**config.mk**
```make
export PLATFORM = sky130hd
export DESIGN_NAME = frkc_seq
export DESIGN_NICKNAME = d
export VERILOG_FILES = /design/src/rtl/core/assert_macros.svh /design/src/rtl/core/frkc_pkg.sv /design/src/rtl/core/frkc_seq.sv
export SDC_FILE = /design/constraint.sdc
export NUM_CORES = 1
export LEC_CHECK = 0
export ABC_AREA = 1
export BUFFER_PORTS_ARGS = -buffer_cell sky130_fd_sc_hd__buf_2
export CORE_MARGIN = 4
export CORE_UTILIZATION = 25
export CTS_CLUSTER_DIAMETER = 50
export CTS_CLUSTER_SIZE = 30
export DETAILED_ROUTE_END_ITERATION = 10
export GPL_ROUTABILITY_DRIVEN = 1
export GPL_TIMING_DRIVEN = 0
export HOLD_SLACK_MARGIN = 0.15
export PLACE_DENSITY = 0.38
export SETUP_SLACK_MARGIN = 0.5
export SYNTH_ARGS = -nofsm -noshare
export SYNTH_HDL_FRONTEND = slang
export SYNTH_SLANG_ARGS = --single-unit
```
**constraint.sdc**
```tcl
create_clock -name clk -period 3.6 [get_ports clk]
set_input_delay 0.72 -clock clk [delete_from_list [all_inputs] [get_ports clk]]
set_output_delay 0.72 -clock clk [all_outputs]
set_load 0.05 [all_outputs]
```
**src/rtl/core/assert_macros.svh**
```systemverilog
// ----------------------------------------------------------------------------
// Assertion macros
// Shared concurrent assertion forms; empty when SYNTH is defined.
// ----------------------------------------------------------------------------
`ifndef ASSERT_MACROS_SVH
`define ASSERT_MACROS_SVH

`ifndef SYNTH
`define ASSERT_IMP(label, clk, rst, ante, cons, msg) \
  label: assert property (@(posedge clk) disable iff (rst) (ante) |-> (cons)) else $error(msg);
`define ASSERT_NXT(label, clk, rst, ante, cons, msg) \
  label: assert property (@(posedge clk) disable iff (rst) (ante) |=> (cons)) else $error(msg);
`else
`define ASSERT_IMP(label, clk, rst, ante, cons, msg)
`define ASSERT_NXT(label, clk, rst, ante, cons, msg)
`endif

`endif

```
**src/rtl/core/frkc_pkg.sv**
```systemverilog
// ----------------------------------------------------------------------------
// frkc_pkg
// Types, widths and codes of the flow routing convolution unit.
// ----------------------------------------------------------------------------
package frkc_pkg;

  localparam int MAX_TAPS = 64;
  localparam int AW       = $clog2(MAX_TAPS);
  localparam int CW       = $clog2(MAX_TAPS + 1);
  localparam int DW       = 32;
  localparam int TS_W     = 16;
  localparam int MUL_W    = DW + 1;
  localparam int PROD_W   = 2 * MUL_W;
  localparam int ACC_W    = 2 * DW + AW + 1;
  localparam int LIMB_W   = 24;
  localparam int NLIMB    = (ACC_W + LIMB_W - 1) / LIMB_W;
  localparam int LIMB_CW  = (NLIMB > 1) ? $clog2(NLIMB) : 1;
  localparam int ACC_EXT_W = NLIMB * LIMB_W;
  localparam int SUM_W    = ACC_W + TS_W + 1;
  localparam int FRAC_SH  = 32;
  localparam int WHOLE_W  = SUM_W - FRAC_SH;

  typedef logic [AW-1:0]                addr_t;
  typedef logic [CW-1:0]                cnt_t;
  typedef logic [LIMB_CW-1:0]           limb_t;
  typedef logic signed [MUL_W-1:0]      mul_op_t;
  typedef logic signed [PROD_W-1:0]     prod_t;
  typedef logic signed [ACC_W-1:0]      acc_t;
  typedef logic signed [ACC_EXT_W-1:0]  acc_ext_t;
  typedef logic signed [SUM_W-1:0]      sum_t;
  typedef logic signed [WHOLE_W-1:0]    whole_t;

  localparam addr_t  LAST_ADDR  = addr_t'(MAX_TAPS - 1);
  localparam cnt_t   CNT_FULL   = cnt_t'(MAX_TAPS);
  localparam limb_t  TOP_LIMB   = limb_t'(NLIMB - 1);
  localparam sum_t   ROUND_BIAS = sum_t'(1) <<< (FRAC_SH - 1);
  localparam whole_t WHOLE_MAX  = whole_t'(64'sd2147483647);
  localparam whole_t WHOLE_MIN  = whole_t'(-64'sd2147483648);
  localparam logic [DW-1:0] OUT_MAX = 32'h7FFF_FFFF;
  localparam logic [DW-1:0] OUT_MIN = 32'h8000_0000;

  localparam logic OP_LOAD = 1'b0;
  localparam logic OP_PUSH = 1'b1;

  typedef enum logic [2:0] {
    S_IDLE,
    S_MAC,
    S_DRAIN,
    S_SCALE,
    S_SDRAIN,
    S_ROUND,
    S_DONE
  } seq_state_t;

  typedef struct packed {
    logic  tap_we;
    addr_t tap_waddr;
    logic  hist_we;
    addr_t hist_waddr;
    logic  rd_en;
    addr_t tap_raddr;
    addr_t hist_raddr;
    logic  acc_clr;
    logic  scale_en;
    limb_t limb_sel;
    logic  sum_clr;
    logic  round_en;
  } ctrl_t;

endpackage

```
**src/rtl/core/frkc_seq.sv**
```systemverilog
// ----------------------------------------------------------------------------
// frkc_seq
// Sequencer: walks the taps, then the scale limbs, rounding and hand-off.
// ----------------------------------------------------------------------------
module frkc_seq (
  input  logic                clk,
  input  logic                rst,
  input  logic                req_valid,
  input  logic                req_opcode,
  input  logic [5:0]          req_tap_index,
  input  logic                out_free,
  output logic                req_ready,
  output logic                res_load,
  output frkc_pkg::ctrl_t     ctrl
);

  frkc_pkg::seq_state_t state, state_next;
  frkc_pkg::addr_t      head;
  frkc_pkg::addr_t      ptr;
  frkc_pkg::cnt_t       cnt;
  frkc_pkg::cnt_t       terms;
  frkc_pkg::cnt_t       seen;
  frkc_pkg::limb_t      limb;
  logic                 push_acc;

  assign push_acc = (state == frkc_pkg::S_IDLE) && req_valid
                    && (req_opcode == frkc_pkg::OP_PUSH);

  always_comb begin
    state_next = state;
    case (state)
      frkc_pkg::S_IDLE:   if (push_acc) state_next = frkc_pkg::S_MAC;
      frkc_pkg::S_MAC:    if (cnt == terms) state_next = frkc_pkg::S_DRAIN;
      frkc_pkg::S_DRAIN:  state_next = frkc_pkg::S_SCALE;
      frkc_pkg::S_SCALE:  if (limb == '0) state_next = frkc_pkg::S_SDRAIN;
      frkc_pkg::S_SDRAIN: state_next = frkc_pkg::S_ROUND;
      frkc_pkg::S_ROUND:  state_next = frkc_pkg::S_DONE;
      frkc_pkg::S_DONE:   if (out_free) state_next = frkc_pkg::S_IDLE;
      default:            state_next = frkc_pkg::S_IDLE;
    endcase
  end

  always_comb begin
    ctrl      = '0;
    req_ready = 1'b0;
    res_load  = 1'b0;
    case (state)
      frkc_pkg::S_IDLE: begin
        req_ready       = 1'b1;
        ctrl.tap_we     = req_valid && (req_opcode == frkc_pkg::OP_LOAD)
                          && (int'(req_tap_index) < frkc_pkg::MAX_TAPS);
        ctrl.tap_waddr  = frkc_pkg::addr_t'(req_tap_index);
        ctrl.hist_we    = push_acc;
        ctrl.hist_waddr = head;
        ctrl.acc_clr    = push_acc;
        ctrl.sum_clr    = push_acc;
      end
      frkc_pkg::S_MAC: begin
        ctrl.rd_en      = (cnt != terms);
        ctrl.tap_raddr  = cnt[frkc_pkg::AW-1:0];
        ctrl.hist_raddr = ptr;
      end
      frkc_pkg::S_SCALE: begin
        ctrl.scale_en = 1'b1;
        ctrl.limb_sel = limb;
      end
      frkc_pkg::S_ROUND: ctrl.round_en = 1'b1;
      frkc_pkg::S_DONE:  res_load = out_free;
      default: ;
    endcase
  end

  always_ff @(posedge clk) begin
    if (rst) begin
      state <= frkc_pkg::S_IDLE;
      head  <= '0;
      ptr   <= '0;
      cnt   <= '0;
      terms <= '0;
      seen  <= '0;
      limb  <= '0;
    end else begin
      state <= state_next;
      case (state)
        frkc_pkg::S_IDLE: begin
          if (push_acc) begin
            ptr   <= head;
            head  <= (head == frkc_pkg::LAST_ADDR) ? '0 : head + 1'b1;
            cnt   <= '0;
            terms <= seen;
            if (seen != frkc_pkg::CNT_FULL) seen <= seen + 1'b1;
          end
        end
        frkc_pkg::S_MAC: begin
          if (cnt != terms) begin
            cnt <= cnt + 1'b1;
            ptr <= (ptr == '0) ? frkc_pkg::LAST_ADDR : ptr - 1'b1;
          end
        end
        frkc_pkg::S_DRAIN: limb <= frkc_pkg::TOP_LIMB;
        frkc_pkg::S_SCALE: if (limb != '0) limb <= limb - 1'b1;
        default: ;
      endcase
    end
  end

endmodule

```
# [Word-level counts from Yosys, hierarchy flattened]
# Index checks and enable logic that the tools add are counted.
[classes] n_addsub=5 n_bitwise=1 n_eq_ne=16 reduce_logical=14 muxes=22
[op_table] operator="two-way mux 6 bit" count=4
[op_table] operator="case mux 3 bit (7 select lines)" count=1
[op_table] operator="two-way mux 3 bit" count=5
[op_table] operator="adder 7 x 1 -> 7 bit, second input constant" count=2
[op_table] operator="two-way mux 14 bit" count=1
[op_table] operator="two-way mux 7 bit" count=2
[op_table] operator="case mux 7 bit (2 select lines)" count=1
[op_table] operator="two-way mux 13 bit" count=1
[op_table] operator="!= test 2 bit, second input constant" count=6
[op_table] operator="case mux 6 bit (2 select lines)" count=1
[op_table] operator="== test 3 bit, second input constant" count=3
[op_table] operator="== test 7 bit" count=1
[op_table] operator="!= test 7 bit" count=1
[op_table] operator="!= test 7 bit, second input constant" count=1
[op_table] operator="adder 6 x 1 -> 6 bit, second input constant" count=1
[op_table] operator="== test 3 x 2 -> 1 bit, second input constant" count=2
[op_table] operator="== test 6 bit, second input constant" count=1
[op_table] operator="zero test 6 bit" count=1
[op_table] operator="AND reduction 3 bit" count=2
[op_table] operator="nonzero test 2 bit" count=3
[op_table] operator="subtractor 6 x 1 -> 6 bit, second input constant" count=1
[op_table] operator="two-way mux 1 bit" count=4
[op_table] operator="case mux 2 bit (2 select lines)" count=1
[op_table] operator="AND reduction 2 bit" count=2
[op_table] operator="8 further kinds" count=10
[word_totals] regBits=38 wordCells=65 output_inout_bits=35 input_bits=11

# [Logic depth before layout (Yosys ltp)]
# Gate-level depths: netlist (run 1).
[depth] depth_word=5 mapped_depth=10 depth_no_buf=10

# [Worst setup path before layout (run 1)]
# No wires, ideal clock.
[synth_timing] kind="input port to output port" startpoint="input req_valid" endpoint="output ctrl[32] in the netlist's numbering" slack_ns=1.006 cell_stages=2 path_buffers=0 arrival_ns=1.874 path_cell_list="inv_1 nor3_1"
[synth_lines] element="from (decl)" line="frkc_seq.sv:8" source="input logic req_valid,"
[synth_lines] element="to (decl)" line="frkc_seq.sv:14" source="output frkc_pkg::ctrl_t ctrl"

==> results of run 1 <==
[placed cells by master (no fill, tap or decap), drive strengths merged]
master and count:
inv 55, nand2 84, nand4 4, buf 50, nand3b 2, o21ai 18, xor2 7, nor3 8
o22ai 1, o21a 1, a21oi 32, a211oi 2, nand3 28, nor3b 1, clkinv 2, and3 1
clkbuf 11, nor2 64, dfxtp 38, xnor2 1, ha 7
[power by group]
group | internal (mW) | switching, mW
registers | 0.467 | 0.0447
logic | 0.197 | 0.507
clock network | 0.155 | 0.163
total | 0.819 | 0.715
[flip-flops by register name, indices dropped and copies added (netlist names)]
| name | count |
|---|---|
| limb | 2 |
| seen | 7 |
| head | 6 |
| cnt | 7 |
| state | 3 |
| terms | 7 |
| ptr | 6 |
[kinds of logic (layout without fill, tap and decap cells)]
family,after synthesis,after routing,share of synthesized area
AO/OA/AOI/OAI,54,54,0.123
XOR/XNOR,8,8,0.0295
adder cells (fa/ha/maj),7,7,0.0369
buffers and inverters,66,118,0.114
flip-flops,38,38,0.321
AND/OR/NAND/NOR,192,192,0.376
[worst min-delay path by stage]
stage          slack [ns]       end      from  cells past startpoint
2_1_floorplan        0.44    ptr[0]    ptr[0]                      2
3_3_place_gp         0.45    ptr[0]    ptr[0]                      2
3_5_place_dp         0.46  terms[0]  terms[0]                      2
4_1_cts              0.48  terms[3]  terms[3]                      2
5_1_grt              0.49  terms[5]  terms[5]                      2
6_report             0.47  terms[3]  terms[3]                      2
[metal layers]
layer | global-route usage | vias to the layer above | share of wire | wire length, microns
li1 | - | 1254 | - | -
met1 | 0.160 | 998 | 0.51 | 3260
met2 | 0.197 | 35 | 0.46 | 2950
met3 | 0.0208 | 4 | 0.028 | 181
met4 | 0.0309 | 0 | 0.0081 | 52
met5 | 0 | - | 0 | 0
[synthesized netlist by cell type]
cell      instances  area share
nor2_1           60       0.095
clkinv_4          1      0.0037
a211oi_1          1      0.0032
nand4_1           4       0.011
a211oi_2          1      0.0053
o22ai_1           1      0.0026
o21ai_1           2      0.0042
nand2_4           1      0.0047
xor2_1            7       0.026
nor3_1            7       0.015
dfxtp_1          38        0.32
buf_2             2      0.0042
clkbuf_1          4      0.0063
ha_1              7       0.037
nor2_2            3      0.0079
nand2_8           1      0.0084
nand3_1          24       0.051
inv_1            48       0.076
o21ai_0          16       0.034
a21oi_2           2      0.0074
buf_4             3      0.0095
a21oi_1          30       0.063
nand3b_1          2      0.0063
inv_4             2      0.0053
nor3_4            1      0.0069
nand3_4           3       0.022
inv_2             5      0.0079
xnor2_1           1      0.0037
o21a_1            1      0.0032
nor3b_1           1      0.0032
nand3_2           1      0.0042
nand2_1          82        0.13
buf_1             1      0.0016
nor2_8            1      0.0084
and3_1            1      0.0026
[worst reg2reg max path, cell delays in order (launching register included)]
cell,delay (ns)
dfxtp_1,0.39
inv_4,0.13
nand3_4,0.14
nor3_4,0.39
nand2_4,0.18
clkinv_4,0.11
nand3_1,0.06
and3_1,0.16
[layout make-up]
class,instances,area (sq um),area share
clock buffers,7,86.3,0.0303
plain buffers,10,51.3,0.0180
repair buffers,44,220,0.0774
multi-input cells,261,1340,0.471
well taps,129,161,0.0567
inverters,56,220,0.0774
flip-flops and latches,38,761,0.267
clock inverters,1,5.00,0.00176
[through the flow]
step                      hold WS [ns]  setup slack (ns)   util  instances  instance area, sq um
after CTS                        0.477              1.03  0.308        546                  2850
after global placement           0.454              1.05  0.298        538                  2750
after floorplan                  0.439              1.01      -        365                  2370
after detailed placement         0.463              1.04  0.298        538                  2750
after global routing             0.488             0.907  0.308        546                  2850
final                            0.471              1.07  0.308        546                  2850
==> impl_metrics.json, run 1 <==
{
  "yosys_warnings": 0,
  "crit_chain": "buf_2, inv_1, nor3_4, buf_4, buf_2",
  "period_minus_slack_ns": 2.53,
  "critPathSlowestCell": "nor3_4",
  "nFillCells": 1061,
  "status": "completed",
  "cts_resized": 0,
  "worstHoldPathType": "flip-flop to flip-flop",
  "avgViaCountPerCell": 4.20,
  "cts_max_level": 2,
  "num_io_pins": 46,
  "drt-wirelength-per-cell_microns": 11.8,
  "nNetsFinal": 434,
  "core-area_sq_mm": 0.00924,
  "firstDrtPassIters": 6,
  "worst_setup_path_start_kind": "input port",
  "clkSinkCount": 38,
  "cp-end-kind": "primary output",
  "cpMostUsedCell": "buf_2",
  "numPortBuffers": 44,
  "drv_cap": 0,
  "grt_pass1_wl_mm": 10.6,
  "cts_tree": "yes",
  "p_per_area_mw_per_mm2": 539,
  "r2r_cells": 7,
  "clkTransAtPathRegs_ns": 0.07,
  "root_buffer": "clkbuf_8",
  "syn_inst": 365,
  "detail_route.wirelength_mm": 6.45,
  "cp.buffers_inverters": 4,
  "drt_iter0_drc": 93,
  "die_w_microns": 105,
  "arrival_ns": 1.81,
  "cts_buffers": 5,
  "synth_area_sq_mm": 0.00237,
  "clock_latency_ns": 0.29,
  "routabilityCongestion": 0.746,
  "synth_fp_nets": 383,
  "totalNegativeSetupSlack_ns": 0,
  "synth-seq-cells": 38,
  "dp_hpwl_mm": 4.90,
  "irDropWorstVdd_uv": 163,
  "crit_cells": 5,
  "yosysUniqueCellTypes": 35,
  "finalPower_mw": 1.53,
  "vias": 2291,
  "grt_antenna_before_repair": 0,
  "fmax_mhz": 396,
  "slew_headroom": 0.575,
  "hold_violations": 0,
  "drive_above_1_share": 0.187,
  "fin_skew_ns": 0.00926,
  "cts.hold.buffers_added": 0,
  "clock_path_buffers": 2,
  "p_leak_nw": 1.33,
  "grt.overflow.total": 0,
  "rsz0062_at_grt": "false",
  "grt_max_degree": 12,
  "cts_setup_buffers": 0,
  "dieArea_sq_mm": 0.0111,
  "rows": 35,
  "worstMarginPinSlew_ns": 0.638,
  "avgSynthCellArea_sq_um": 6.50,
  "seq_area_frac_synth": 0.321,
  "cp_data_required_time_ns": 2.88,
  "synthToLayoutAreaGrowth_pct": 19.9,
  "drt.antenna.violating_nets": 0,
  "setup_viol": 0,
  "fin_crit_sh": 0.702,
  "start_util": 0.257,
  "worst-setup-path-type": "input port to primary output",
  "critPathCapture": "ctrl[5]",
  "r2r_start": "state[0]",
  "grt_util_all_layers": 0.119,
  "critPathTopFamily": "buffers and inverters",
  "reg2reg_slack_ns": 1.94,
  "die_h_microns": 105,
  "critPathLaunch": "req_valid",
  "max_stage_delay_ns": 0.43,
  "crit_fanout": 7,
  "drc": 0,
  "grt_pass1_vias": 2176,
  "r2r_end": "seen[2]",
  "drv_slew": 0,
  "antenna_cells": 0
}
Power figures use the tool's default switching activity.
==> inputs of run 2 (changes only) <==
--- a/config.mk
+++ b/config.mk
@@ -5,7 +5,7 @@
 export SDC_FILE = /design/constraint.sdc
 export NUM_CORES = 1
 export LEC_CHECK = 0
-export ABC_AREA = 1
+export ABC_AREA = 0
 export BUFFER_PORTS_ARGS = -buffer_cell sky130_fd_sc_hd__buf_2
 export CORE_MARGIN = 4
 export CORE_UTILIZATION = 25
@@ -15,7 +15,7 @@
 export GPL_ROUTABILITY_DRIVEN = 1
 export GPL_TIMING_DRIVEN = 0
 export HOLD_SLACK_MARGIN = 0.15
-export PLACE_DENSITY = 0.38
+export PLACE_DENSITY = 0.39
 export SETUP_SLACK_MARGIN = 0.5
 export SYNTH_ARGS = -nofsm -noshare
 export SYNTH_HDL_FRONTEND = slang
==> constraint.sdc (replaced) <==
create_clock -name clk -period 2.59 [get_ports clk]
set_input_delay 0.518 -clock clk [delete_from_list [all_inputs] [get_ports clk]]
set_output_delay 0.518 -clock clk [all_outputs]
set_load 0.05 [all_outputs]
==> run 2 against run 1 <==
Final cell count fell by 13%; non-clock buffer count rose by 38; via count fell by 1.9%; critical endpoint unchanged; largest power group unchanged.
==> impl_metrics.json, run 2 <==
{
  "yosys_warnings": 0,
  "power_frac_comb": 0.424,
  "seq_power_share": 0.321,
  "synth_top_family_by_area": "simple AND/OR/NAND/NOR gates",
  "yosysUniqueCellTypes": 53,
  "swShare": 0.361,
  "totalNegativeSetupSlack_ns": 0,
  "drv_slew": 0,
  "intPower_mw": 1.27,
  "fin_skew_ns": 0.00813,
  "vias": 2247,
  "p_sw_uw": 719,
  "synth_fp_nets": 304,
  "clock_path_buffers": 2,
  "synth-seq-cells": 38,
  "synth_area_sq_mm": 0.00224,
  "grt.overflow.total": 0,
  "hold_violations": 0,
  "yosys.area.top_type_share": 0.339,
  "rsz0062_at_grt": "true",
  "period_minus_slack_ns": 2.22,
  "grt_antenna_before_repair": 0,
  "drt_iter0_drc": 76,
  "p_per_area_mw_per_mm2": 581,
  "irDropWorstVdd_uv": 252,
  "p_leak_nw": 1.38,
  "nFillCells": 902,
  "critPathSlowestCell": "or3_4",
  "clkSinkCount": 38,
  "worst-setup-path-type": "flip-flop to primary output",
  "avgViaCountPerCell": 4.71,
  "final_cell_mix": "nand2_1, nor2_1, dfxtp_1",
  "rows": 34,
  "start_util": 0.257,
  "top_regs": "cnt x7, seen x7, terms x7",
  "die_h_microns": 103,
  "seq_area_frac_synth": 0.339,
  "cp_data_required_time_ns": 2.07,
  "yosys.area_share.simple": 0.328,
  "arrival_ns": 1.71,
  "yosys-top-cells-count": "dfxtp_1, nand2_1, nor2_1",
  "root_buffer": "clkbuf_8",
  "setup_viol": 0,
  "synth_edf_count": 0,
  "synthFlopType": "dfxtp_1",
  "drc": 0,
  "seq_area_sq_um": 779,
  "cp-end-kind": "primary output",
  "grt_util_all_layers": 0.132,
  "cts_buffers": 5,
  "synth_xor_area_frac": 0.0703,
  "final_common_cell": "nand2_1",
  "numPortBuffers": 45,
  "drt-wirelength-per-cell_microns": 14.4,
  "synth.area.mux_share": 0.00446,
  "grt_max_degree": 13,
  "crit_fanout": 6,
  "fin_crit_sh": 0.859,
  "synth-adder-area-share": 0.0390,
  "status": "completed",
  "clkTransAtPathRegs_ns": 0.08,
  "grt_pass1_wl_mm": 10.8,
  "die_w_microns": 103,
  "final_area_sq_mm": 0.00343,
  "core-area_sq_mm": 0.00872,
  "synth_area_leader_cell": "dfxtp_1",
  "antenna_cells": 0,
  "crit_chain": "buf_6, or3_4, inv_6, nand3_4, inv_4, buf_8, buf_6, buf_8",
  "drv_cap": 0,
  "dp_hpwl_mm": 4.74,
  "clkPwrFrac": 0.255,
  "dieArea_sq_mm": 0.0106,
  "synth_most_common_cell": "dfxtp_1",
  "ys_async_sr_fraction": 0,
  "drt.antenna.violating_nets": 0,
  "synthToLayoutAreaGrowth_pct": 52.8,
  "syn_inst": 286,
  "max_stage_delay_ns": 0.41,
  "routabilityCongestion": 0.804,
  "clock_latency_ns": 0.29,
  "firstDrtPassIters": 4,
  "num_io_pins": 46,
  "cts.hold.buffers_added": 0,
  "slew_headroom": 0.596,
  "worstMarginPinSlew_ns": 0.604,
  "place_area_sq_mm": 0.00264,
  "synth_compound_area_frac": 0.157,
  "worstHoldPathType": "flip-flop to flip-flop",
  "avgSynthCellArea_sq_um": 7.84,
  "worst_setup_path_start_kind": "flip-flop",
  "cts_max_level": 2,
  "drive_above_1_share": 0.385,
  "nNetsFinal": 386,
  "grt_pass1_vias": 2097,
  "netlist_top_cells_area": "dfxtp_1, nand2_1, and2_1",
  "detail_route.wirelength_mm": 6.86,
  "fmax_mhz": 450,
  "multi_input_area_sq_mm": 0.00145,
  "cts_tree": "yes"
}
run 2: cell count changes after synthesis, moves of 9 or more:
cell / before / now
nand3_1: 24 / 12
nand2_1: 82 / 35
nor2_1: 60 / 31
and2_1: 0 / 20
a21oi_1: 30 / 21
inv_1: 48 / 11
xnor2_1: 1 / 10
run 2: layer usage:
layer  track usage  up-vias  wire [microns]
li1              -     1155               -
met1         0.173     1054            3280
met2         0.224       32            3310
met3        0.0230        6             201
met4        0.0349        0              72
met5             0        -               0
run 2: path summary, 6_finish.rpt:
| path | from | cells after the start | to | slack, ns |
|---|---|---|---|---|
| min | terms[2] | 2 | terms[2] | 0.47 |
| min reg2reg | terms[2] | 2 | terms[2] | 0.47 |
| max | state[0] | 8 | ctrl[5] | 0.37 |
| max reg2reg | state[1] | 8 | cnt[0] | 0.61 |
run 2: critical path: cells and delay by family (launching register included):
family        cells  cell delay, ns
simple gates      2            0.48
buf+inv           6            0.61
flops             1            0.32
run 2: kinds of logic after synthesis:
kind of cell | Yosys count
buf+inv | 30
xor+xnor | 18
simple gates | 137
compound gates | 55
fa+ha+maj | 7
flops | 38
mux | 1
run 2: cell type report:
type                    count  area share
flip-flops and latches     38       0.227
multi-input cells         218       0.423
clock buffers               5      0.0201
clock inverters             3      0.0117
inverters                  13      0.0164
repair buffers             75       0.214
plain buffers              17      0.0485
well taps                 108      0.0394
run 2: timing repair:
| item | CTS | global route |
|---|---|---|
| setup buffers | 17 | 12 |
| cloned | 0 | 1 |
| endpoints found under the setup margin | 31 | 34 |
| pin swaps | 6 | 6 |
| gates resized for setup | 90 | 50 |
run 2: power groups by stage:
stage / registers (mW) / logic (mW) / clock network [mW]
floorplan: 0.645 / 0.450 / 0
global placement: 0.653 / 0.590 / 0
detailed placement: 0.653 / 0.590 / 0
CTS: 0.638 / 0.738 / 0.531
global route: 0.644 / 0.903 / 0.554
finish: 0.639 / 0.844 / 0.508
run 2: stage by stage:
stage / setup WS [ns] / util / hold slack, ns / power, mW / instances
3_5_place_dp: 0.225 / 0.303 / 0.465 / 1.24 / 439
3_3_place_gp: 0.232 / 0.303 / 0.460 / 1.24 / 439
4_1_cts: 0.330 / 0.362 / 0.477 / 1.91 / 464
5_1_grt: 0.305 / 0.393 / 0.511 / 2.10 / 477
6_report: 0.365 / 0.393 / 0.473 / 1.99 / 477
2_1_floorplan: 0.324 / - / 0.445 / 1.10 / 286
